`src/design/ardc_pkg.sv`:
```
`timescale 1ns / 1ps
// ----------------------------------------------------------------------------
// ardc_pkg - shared types and constants for audio rate drift control
// Item layouts, register map, fixed-point constants and sequencer sizes.
// ----------------------------------------------------------------------------
package ardc_pkg;

  localparam int LEVEL_BITS_DEF = 24;

  localparam int CHUNK_W  = 16;
  localparam int LEVEL_W  = 24;
  localparam int RATE_W   = 18;
  localparam int RATIO_W  = 17;

  // APB register map
  localparam int ADDR_W = 3;
  localparam int DATA_W = 32;
  localparam logic [ADDR_W-1:0] ADDR_SAMPLE_RATE = 3'd0;
  localparam logic [RATE_W-1:0] SAMPLE_RATE_RST  = 18'd44100;

  // Events with fewer bytes than one sample are dropped
  localparam logic [CHUNK_W-1:0] MIN_CHUNK = 16'd4;

  // Smoothing weight 655/65536 and half-LSB for rounding
  localparam logic [9:0]  ALPHA_NUM  = 10'd655;
  localparam logic [16:0] ROUND_HALF = 17'd32768;

  localparam logic [RATIO_W-1:0] RATIO_HIGH = 17'd66847;
  localparam logic [RATIO_W-1:0] RATIO_ONE  = 17'd65536;

  // Ratio = (400*s + (2*1622016 + 25)*f) / (50*f)
  localparam logic [8:0]  DIV_S_K = 9'd400;
  localparam logic [21:0] DIV_F_K = 22'd3244057;
  localparam logic [5:0]  DIVS_K  = 6'd50;

  // Serial divider sizes: quotient never exceeds RATIO_HIGH
  localparam int DIVD_W = 40;
  localparam int DIVS_W = 24;
  localparam int DCNT_W = 5;

  typedef struct packed {
    logic [CHUNK_W-1:0] chunk_bytes;
    logic [LEVEL_W-1:0] queue_level;
  } in_t;

  typedef struct packed {
    logic [RATIO_W-1:0] ratio_q16;
    logic               flush;
    logic               clamped;
  } out_t;

  typedef struct packed {
    logic              start;
    logic [DIVD_W-1:0] dividend;
    logic [DIVS_W-1:0] divisor;
  } div_req_t;

  typedef struct packed {
    logic               done;
    logic [RATIO_W-1:0] quotient;
  } div_rsp_t;

  typedef struct packed {
    logic valid;
    out_t data;
  } res_t;

endpackage

```
`src/design/ardc_regs.sv`:
```
`timescale 1ns / 1ps
// ----------------------------------------------------------------------------
// ardc_regs - APB configuration register
// Holds the output sample rate; writes complete in the access phase.
// ----------------------------------------------------------------------------
module ardc_regs (
  input  logic                         clk,
  input  logic                         rst,
  input  logic                         psel,
  input  logic                         penable,
  input  logic                         pwrite,
  input  logic [ardc_pkg::ADDR_W-1:0]  paddr,
  input  logic [ardc_pkg::DATA_W-1:0]  pwdata,
  output logic [ardc_pkg::DATA_W-1:0]  prdata,
  output logic                         pready,
  output logic [ardc_pkg::RATE_W-1:0]  sample_rate
);

  logic wr_en;

  assign pready = 1'b1;
  assign wr_en  = psel && penable && pwrite && (paddr == ardc_pkg::ADDR_SAMPLE_RATE);

  always_ff @(posedge clk) begin
    if (rst) begin
      sample_rate <= ardc_pkg::SAMPLE_RATE_RST;
    end else if (wr_en) begin
      sample_rate <= pwdata[ardc_pkg::RATE_W-1:0];
    end
  end

  always_comb begin
    unique case (paddr)
      ardc_pkg::ADDR_SAMPLE_RATE:
        prdata = {{(ardc_pkg::DATA_W-ardc_pkg::RATE_W){1'b0}}, sample_rate};
      default: prdata = '0;
    endcase
  end

endmodule

```
`src/design/ardc_div.sv`:
```
`timescale 1ns / 1ps
// ----------------------------------------------------------------------------
// ardc_div - serial restoring divider
// One quotient bit per cycle; the quotient is known to fit in RATIO_W bits.
// ----------------------------------------------------------------------------
module ardc_div (
  input  logic                clk,
  input  logic                rst,
  input  ardc_pkg::div_req_t  req,
  output ardc_pkg::div_rsp_t  rsp
);

  localparam int QW = ardc_pkg::RATIO_W;
  localparam int DW = ardc_pkg::DIVS_W;

  logic [DW-1:0]                rem;
  logic [DW-1:0]                divisor;
  logic [QW-1:0]                low;
  logic [QW-1:0]                quot;
  logic [ardc_pkg::DCNT_W-1:0]  cnt;
  logic                         done;
  logic [DW:0]                  trial;
  logic                         take;

  assign trial = {rem, low[QW-1]};
  assign take  = (trial >= {1'b0, divisor});

  always_ff @(posedge clk) begin
    if (rst) begin
      cnt  <= '0;
      done <= 1'b0;
    end else begin
      done <= 1'b0;
      if (req.start) begin
        cnt <= ardc_pkg::DCNT_W'(QW);
      end else if (cnt != '0) begin
        cnt  <= cnt - 1'b1;
        done <= (cnt == ardc_pkg::DCNT_W'(1));
      end
    end
  end

  always_ff @(posedge clk) begin
    if (req.start) begin
      // Upper dividend bits are below the divisor since the quotient fits
      rem     <= DW'(req.dividend[ardc_pkg::DIVD_W-1:QW]);
      low     <= req.dividend[QW-1:0];
      divisor <= req.divisor;
      quot    <= '0;
    end else if (cnt != '0) begin
      rem  <= take ? DW'(trial - {1'b0, divisor}) : trial[DW-1:0];
      low  <= {low[QW-2:0], 1'b0};
      quot <= {quot[QW-2:0], take};
    end
  end

  assign rsp.done     = done;
  assign rsp.quotient = quot;

endmodule

```
`src/design/ardc_core.sv`:
```
`timescale 1ns / 1ps
// ----------------------------------------------------------------------------
// ardc_core - fill check, smoothing filter and ratio sequencer
// Steps one event through overflow check, filter update, clamp, divide as due.
// ----------------------------------------------------------------------------
module ardc_core #(
  parameter int LEVEL_BITS = ardc_pkg::LEVEL_BITS_DEF
) (
  input  logic                         clk,
  input  logic                         rst,
  input  logic                         in_valid,
  output logic                         in_ready,
  input  ardc_pkg::in_t                in_data,
  input  logic [ardc_pkg::RATE_W-1:0]  sample_rate,
  input  logic                         out_free,
  output ardc_pkg::res_t               res,
  output ardc_pkg::div_req_t           div_req,
  input  ardc_pkg::div_rsp_t           div_rsp
);

  localparam int SW    = LEVEL_BITS + 8;
  localparam int CMPW  = (LEVEL_BITS > ardc_pkg::LEVEL_W) ? LEVEL_BITS : ardc_pkg::LEVEL_W;
  localparam int PW    = SW + 11;
  localparam int CLW   = (SW + 8 > 34) ? SW + 8 : 34;
  localparam int EXT_W = (SW + 9 > 41) ? SW + 9 : 41;

  localparam logic [2:0] S_IDLE   = 3'd0;
  localparam logic [2:0] S_CHECK  = 3'd1;
  localparam logic [2:0] S_PROD   = 3'd2;
  localparam logic [2:0] S_UPDATE = 3'd3;
  localparam logic [2:0] S_CLAMP  = 3'd4;
  localparam logic [2:0] S_DIV    = 3'd5;
  localparam logic [2:0] S_DONE   = 3'd6;

  logic [2:0]                  state;
  logic [ardc_pkg::LEVEL_W-1:0] level;
  logic [SW-1:0]               smoothed;
  logic                        primed;
  logic [SW-1:0]               fill;
  logic                        flush;
  logic signed [PW-1:0]        prod;
  ardc_pkg::out_t              result;

  // overflow check
  logic [30:0]                 lvl100;
  logic [30:0]                 f256;
  logic                        over;
  logic [CMPW-1:0]             lvl_ext;
  logic [CMPW-1:0]             lvl_cap;
  logic [CMPW-1:0]             lvl_sat;
  logic [SW-1:0]               fill_next;

  // filter update
  logic signed [SW:0]          diff;
  logic signed [PW-1:0]        prod_next;
  logic signed [PW-1:0]        adj;
  logic signed [PW-1:0]        sum;

  // clamp and divide operands
  logic [CLW-1:0]              s200;
  logic [CLW-1:0]              f49152;
  logic                        high;
  logic [EXT_W-1:0]            dividend;
  logic [ardc_pkg::DIVS_W-1:0] divisor;

  assign in_ready = (state == S_IDLE);

  always_comb begin
    lvl100    = (31'(level) << 6) + (31'(level) << 5) + (31'(level) << 2);
    f256      = 31'({sample_rate, 8'b0});
    over      = (lvl100 > f256);
    lvl_ext   = over ? '0 : CMPW'(level);
    lvl_cap   = CMPW'({LEVEL_BITS{1'b1}});
    lvl_sat   = (lvl_ext > lvl_cap) ? lvl_cap : lvl_ext;
    fill_next = {lvl_sat[LEVEL_BITS-1:0], 8'b0};
  end

  always_comb begin
    diff      = $signed({1'b0, fill}) - $signed({1'b0, smoothed});
    prod_next = PW'(diff) * PW'($signed({1'b0, ardc_pkg::ALPHA_NUM}));
    adj       = (prod + PW'($signed({1'b0, ardc_pkg::ROUND_HALF}))) >>> 16;
    sum       = $signed(PW'({1'b0, smoothed})) + adj;
  end

  always_comb begin
    s200     = (CLW'(smoothed) << 7) + (CLW'(smoothed) << 6) + (CLW'(smoothed) << 3);
    f49152   = (CLW'(sample_rate) << 15) + (CLW'(sample_rate) << 14);
    high     = (s200 > f49152);
    dividend = EXT_W'(smoothed) * EXT_W'(ardc_pkg::DIV_S_K)
             + EXT_W'(sample_rate) * EXT_W'(ardc_pkg::DIV_F_K);
    divisor  = ardc_pkg::DIVS_W'(sample_rate) * ardc_pkg::DIVS_W'(ardc_pkg::DIVS_K);
  end

  always_comb begin
    div_req.start    = (state == S_CLAMP) && (sample_rate != '0) && !high;
    div_req.dividend = dividend[ardc_pkg::DIVD_W-1:0];
    div_req.divisor  = divisor;
  end

  assign res.valid = (state == S_DONE) && out_free;
  assign res.data  = result;

  always_ff @(posedge clk) begin
    if (rst) begin
      state    <= S_IDLE;
      primed   <= 1'b0;
      smoothed <= '0;
    end else begin
      unique case (state)
        S_IDLE: begin
          // drop short chunks outright
          if (in_valid && in_data.chunk_bytes >= ardc_pkg::MIN_CHUNK) begin
            state <= S_CHECK;
          end
        end
        S_CHECK: begin
          if (!primed || over) begin
            smoothed <= fill_next;
            primed   <= 1'b1;
            state    <= S_CLAMP;
          end else begin
            state <= S_PROD;
          end
        end
        S_PROD:   state <= S_UPDATE;
        S_UPDATE: begin
          smoothed <= sum[SW-1:0];
          state    <= S_CLAMP;
        end
        S_CLAMP: begin
          state <= div_req.start ? S_DIV : S_DONE;
        end
        S_DIV: begin
          if (div_rsp.done) begin
            state <= S_DONE;
          end
        end
        S_DONE: begin
          if (out_free) begin
            state <= S_IDLE;
          end
        end
        default: state <= S_IDLE;
      endcase
    end
  end

  always_ff @(posedge clk) begin
    if (state == S_IDLE && in_valid) begin
      level <= in_data.queue_level;
    end
    if (state == S_CHECK) begin
      fill  <= fill_next;
      flush <= over;
    end
    if (state == S_PROD) begin
      prod <= prod_next;
    end
    if (state == S_CLAMP) begin
      result.flush <= flush;
      if (sample_rate == '0) begin
        result.ratio_q16 <= ardc_pkg::RATIO_ONE;
        result.clamped   <= 1'b0;
      end else if (high) begin
        result.ratio_q16 <= ardc_pkg::RATIO_HIGH;
        result.clamped   <= 1'b1;
      end
    end
    if (state == S_DIV && div_rsp.done) begin
      if (div_rsp.quotient > ardc_pkg::RATIO_HIGH) begin
        result.ratio_q16 <= ardc_pkg::RATIO_HIGH;
        result.clamped   <= 1'b1;
      end else begin
        result.ratio_q16 <= div_rsp.quotient;
        result.clamped   <= 1'b0;
      end
    end
  end

endmodule

```
`src/design/audio_rate_drift_control.sv`:
```
`timescale 1ns / 1ps
// ----------------------------------------------------------------------------
// audio_rate_drift_control - playback ratio control from output queue fill
// Smooths the measured queue fill and turns its drift from target into a
// clamped Q16 frequency ratio, flagging queue overflow.
// ----------------------------------------------------------------------------
//  channel   handshake                  payload
//  in        in_valid / in_ready        in_data   (chunk_bytes, queue_level)
//  out       out_valid / out_ready      out_data  (ratio_q16, flush, clamped)
//  cfg       psel penable pwrite pready paddr pwdata prdata (sample_rate)
//
//  A chunk below 4 bytes is consumed in its accept cycle and gives no item.
//  Other events pass the check, product, update and clamp states, then the
//  17-step serial divider unless the ratio clamps or the rate is zero, into the
//  output register; an event that primes the filter or flushes skips product and update.
//  in_ready stays low until the result is registered; a stalled output holds
//  the sequencer in its last step. Synchronous reset clears filter and valids.
// ----------------------------------------------------------------------------
module audio_rate_drift_control #(
  parameter int LEVEL_BITS = ardc_pkg::LEVEL_BITS_DEF
) (
  input  logic                         clk,
  input  logic                         rst,
  input  logic                         in_valid,
  output logic                         in_ready,
  input  ardc_pkg::in_t                in_data,
  output logic                         out_valid,
  input  logic                         out_ready,
  output ardc_pkg::out_t               out_data,
  input  logic                         psel,
  input  logic                         penable,
  input  logic                         pwrite,
  input  logic [ardc_pkg::ADDR_W-1:0]  paddr,
  input  logic [ardc_pkg::DATA_W-1:0]  pwdata,
  output logic [ardc_pkg::DATA_W-1:0]  prdata,
  output logic                         pready
);

  logic [ardc_pkg::RATE_W-1:0] sample_rate;
  logic                        out_free;
  ardc_pkg::res_t              res;
  ardc_pkg::div_req_t          div_req;
  ardc_pkg::div_rsp_t          div_rsp;

  ardc_regs u_regs (
    .clk         (clk),
    .rst         (rst),
    .psel        (psel),
    .penable     (penable),
    .pwrite      (pwrite),
    .paddr       (paddr),
    .pwdata      (pwdata),
    .prdata      (prdata),
    .pready      (pready),
    .sample_rate (sample_rate)
  );

  ardc_div u_div (
    .clk (clk),
    .rst (rst),
    .req (div_req),
    .rsp (div_rsp)
  );

  ardc_core #(
    .LEVEL_BITS (LEVEL_BITS)
  ) u_core (
    .clk         (clk),
    .rst         (rst),
    .in_valid    (in_valid),
    .in_ready    (in_ready),
    .in_data     (in_data),
    .sample_rate (sample_rate),
    .out_free    (out_free),
    .res         (res),
    .div_req     (div_req),
    .div_rsp     (div_rsp)
  );

  // Output register: free when empty or being taken this cycle
  assign out_free = !out_valid || out_ready;

  always_ff @(posedge clk) begin
    if (rst) begin
      out_valid <= 1'b0;
    end else if (res.valid) begin
      out_valid <= 1'b1;
    end else if (out_ready) begin
      out_valid <= 1'b0;
    end
  end

  always_ff @(posedge clk) begin
    if (res.valid) begin
      out_data <= res.data;
    end
  end

endmodule

```
`config.mk`:
```
export PLATFORM = sky130hd
export DESIGN_NAME = audio_rate_drift_control
export DESIGN_NICKNAME = d
export VERILOG_FILES = /design/src/design/ardc_pkg.sv /design/src/design/ardc_regs.sv /design/src/design/ardc_div.sv /design/src/design/ardc_core.sv /design/src/design/audio_rate_drift_control.sv
export SDC_FILE = /design/constraint.sdc
export NUM_CORES = 2
export LEC_CHECK = 0
export ABC_AREA = 1
export ABC_CLOCK_PERIOD_IN_PS = 9900
export BUFFER_PORTS_ARGS = -buffer_cell sky130_fd_sc_hd__buf_4
export CELL_PAD_IN_SITES_DETAIL_PLACEMENT = 1
export CELL_PAD_IN_SITES_GLOBAL_PLACEMENT = 1
export CORE_ASPECT_RATIO = 1.1
export CORE_MARGIN = 10
export CORE_UTILIZATION = 35
export DETAILED_ROUTE_END_ITERATION = 12
export PLACE_DENSITY = 0.61
export SKIP_LAST_GASP = 1
export SYNTH_ARGS = -nofsm -noshare
export SYNTH_HDL_FRONTEND = slang
export SYNTH_HIERARCHICAL = 1
export SYNTH_SLANG_ARGS = --single-unit
```
`constraint.sdc`:
```
create_clock -name clk -period 9.9 [get_ports clk]
set_input_delay 0.495 -clock clk [delete_from_list [all_inputs] [get_ports clk]]
set_output_delay 0.495 -clock clk [all_outputs]
set_load 0.01 [all_outputs]
```
==> key figures <==
Floorplan
  – Row cnt: 127
  – Die width: 336.3 um
  – Die height: 367.9 um
  – Total die area: 123700 um^2
  – CORE AREA: 109200 um^2
  – Initial core utilization: 0.3528
  – Ports: 136

Worst setup path
  – Crit Path Max Fanout: 8
  – Cell mode on critical path: inv_1
  – Req. time, crit path: 10.35 ns
  – Flop2flop setup slack: 1.38 ns
  – Slowest stage delay, CP: 0.64 ns
  – Worst Setup SP: u_core/smoothed[3]
  – FF-to-FF End: u_div/rem[22]
  – Element type at the critical path start: flip-flop
  – WP data arrival: 8.96 ns
  – Critical Path Sink Type: flip-flop
  – Critical path type: flip-flop to flip-flop
  – Slowest-stage cell, CP: dfxtp_1
  – Reg2reg start: u_core/smoothed[3]
  – FF-to-FF path depth: 40
  – CP endpoint: u_div/rem[22]

Clock network
  – Clk root buf: clkbuf_16
  – CTS tree: built
  – CTS clock-pin slew for the worst setup and hold paths: 0.06 ns
  – Worst-skew pair later-pin latency: 0.60 ns
  – H-tree Lvls: 2
  – Post-CTS Setup Bufs: 0
  – CTS Sinks: 258
  – TritonCTS buffer count: 37
  – # hold bufs at CTS: 0
  – Clock buffer depth: 3
  – Post-cts sizing count: 0

Synthesis
  – Synth Area in Adders: 0.3699
  – Cells after Synth: 4872
  – Synth unique cells: 66
  – XOR/XNOR Fraction of Synth Area: 0.05731
  – Ys async rst share: 0
  – Number of synthesized flops with an enable pin: 179
  – Cell Area, Synth: 38510 um^2
  – Top_reg_cell synth: edfxtp_1
  – Flops & latches, synth: 258
  – Largest family of logic cells by synthesized area: adder cells
  – Mux share of post-synthesis cell area: 0
  – Simple-Gate Fraction of Synth Area: 0.1804
  – Average size of a mapped cell: 7.905 um^2
  – Register area share after synthesis: 0.1806
  – Synth Warn #: 6
  – Post-synthesis compound-gate area fraction: 0.09808

Min path
  – Worst hold start: in_data[2]
  – Worst Hold Class: primary input to flip-flop

Final layout
  – Share of cells above drive strength 1: 0.05895
  – FILL cells: 13370
  – Area Overhead vs Synth: 9.275%
  – Nets: 6024
  – Most common cell after layout, fill and taps aside: inv_1
  – Commonest cells after routing, fill and taps aside: inv_1 (1044), nand2_1 (875), ha_1 (633), nor2_1 (347), a21oi_1 (328)
  – Final instance area: 42090 um^2
  – Antenna cells: 0

Timing
  – RSZ-0062 raised after global routing: false
  – Hold Vio Cnt, Final: 0
  – Max Clk Rate: 117.4 MHz
  – Max-Slew Margin vs Limit: 0.2694
  – Setup TNS: 0 ns
  – Tmin final: 8.515 ns
  – Least-Margin Pin Slew: 1.095 ns
  – Clk_skew: 0.03751 ns
  – Final worst path period share: 0.8601
  – Slew Viols, Final: 0
  – Final setup violation count: 0

Global route
  – Vias in the first global route: 34268
  – Initial antenna violation count: 0
  – Grt total ovfl: 0
  – First-pass GRT wire length: 193100 um
  – Largest net degree at the start of global routing: 68
  – GRT Resource Usage Total: 0.1980

Place
  – Area after DPL: 40940 um^2
  – Buffers on Ports: 104
  – Placer Congestion: 0.8788
  – DP HPWL: 107300 um

Flow run
  – Maximum capacitance violations: 0

Route
  – DR WL/cell: 19.03 um
  – Final wirelength: 122600 um
  – Drt initial violations: 1123
  – Routed vias/inst: 4.898
  – DRC violations left: 0
  – Post-DRT Antenna Nets: 0
  – Pre-Repair DR Iteration Count: 5
  – Via count: 31543

Outcome
  – Status: completed
per-stage QoR:
stage                     hold slack [ns]    util  setup WS (ns)  instances
after global routing              0.04533  0.3855         0.6874       6440
after global placement             0.4039  0.3750          1.436       6373
after detailed placement           0.4061  0.3750          1.353       6373
after floorplan                    0.4003       -          2.621       4885
final                             0.07326  0.3855          1.385       6440
after CTS                         0.03565  0.3855          1.313       6440
synthesized netlist by cell type (14+ instances only):
cell / count / area (um^2)
xnor2_1: 89 / 779.5
o21bai_1: 19 / 142.6
ha_1: 633 / 7920
nor4_1: 23 / 143.9
nand2_1: 875 / 3284
nor2_2: 16 / 100.1
nand4_1: 46 / 287.8
fa_1: 316 / 6326
nand3_1: 176 / 880.8
nor3_1: 45 / 225.2
a31oi_1: 27 / 168.9
xor2_1: 163 / 1428
or2_2: 18 / 112.6
inv_1: 1044 / 3919
o21ai_0: 187 / 935.9
o21a_1: 16 / 120.1
nand2_2: 14 / 87.58
dfxtp_1: 79 / 1582
clkbuf_1: 20 / 75.07
a21oi_1: 328 / 1642
buf_4: 29 / 217.7
nand3_2: 18 / 180.2
nor2_1: 349 / 1310
o22ai_1: 16 / 100.1
edfxtp_1: 179 / 5375
cell families (layout without fill, tap and decap cells):
family / count (synthesis) / after routing
adders and majority gates: 949 / 949
and+or+nand+nor: 1617 / 1617
xor gates and xnor gates: 252 / 252
DFF: 258 / 258
buffers and inverters: 1116 / 1252
AOI/OAI and AO/OA: 677 / 677
other: 3 / 16
worst min-delay path by stage:
stage | endpoint | cells after the start
3_3_place_gp | out_data[5] | 0
3_5_place_dp | out_data[14] | 0
4_1_cts | u_core/level[8] | 1
6_report | u_core/level[2] | 1
5_1_grt | u_core/level[22] | 1
2_1_floorplan | out_data[0] | 0
metal layers:
layer | up-vias | track usage | wire length [um]
met4 | 0 | 0.07698 | 5165
met1 | 15265 | 0.2350 | 52440
li1 | 15819 | - | -
met5 | - | 0 | 0
met3 | 170 | 0.01387 | 1827
met2 | 289 | 0.3663 | 63130
cell type report:
type | instances | area (um^2) | share of cell area
multi-input combinational | 3511 | 27260 | 0.6478
sequential | 258 | 6957 | 0.1653
inverter | 1053 | 3953 | 0.09391
tap | 1419 | 1775 | 0.04219
clock buffer | 53 | 1016 | 0.02414
timing repair buffer | 132 | 991.0 | 0.02355
clock inverter | 14 | 131.4 | 0.003122
registers in the layout, summed over array words and instances, names as in the netlist, 3 cells and up:
signal              flops
out_data               19
u_core/fill            24
u_core/level           24
u_core/prod            28
u_core/res             19
u_core/smoothed        32
u_core/state            3
u_div/cnt               5
u_div/divisor          24
u_div/low              17
u_div/quot             17
u_div/rem              24
u_regs/sample_rate     18
worst max-delay path: cells and delay by family (launching register included):
family | cells | cell delay [ns]
flip-flops | 1 | 0.64
AND/OR/NAND/NOR | 9 | 1.05
AO/OA/AOI/OAI | 11 | 2.24
XOR/XNOR | 1 | 0.12
buffers and inverters | 10 | 0.69
adder cells (fa/ha/maj) | 9 | 3.64
Power is left out: the tool's default activity adds up to more than one toggle a clock period on the data nets, which glitch-free logic cannot reach.
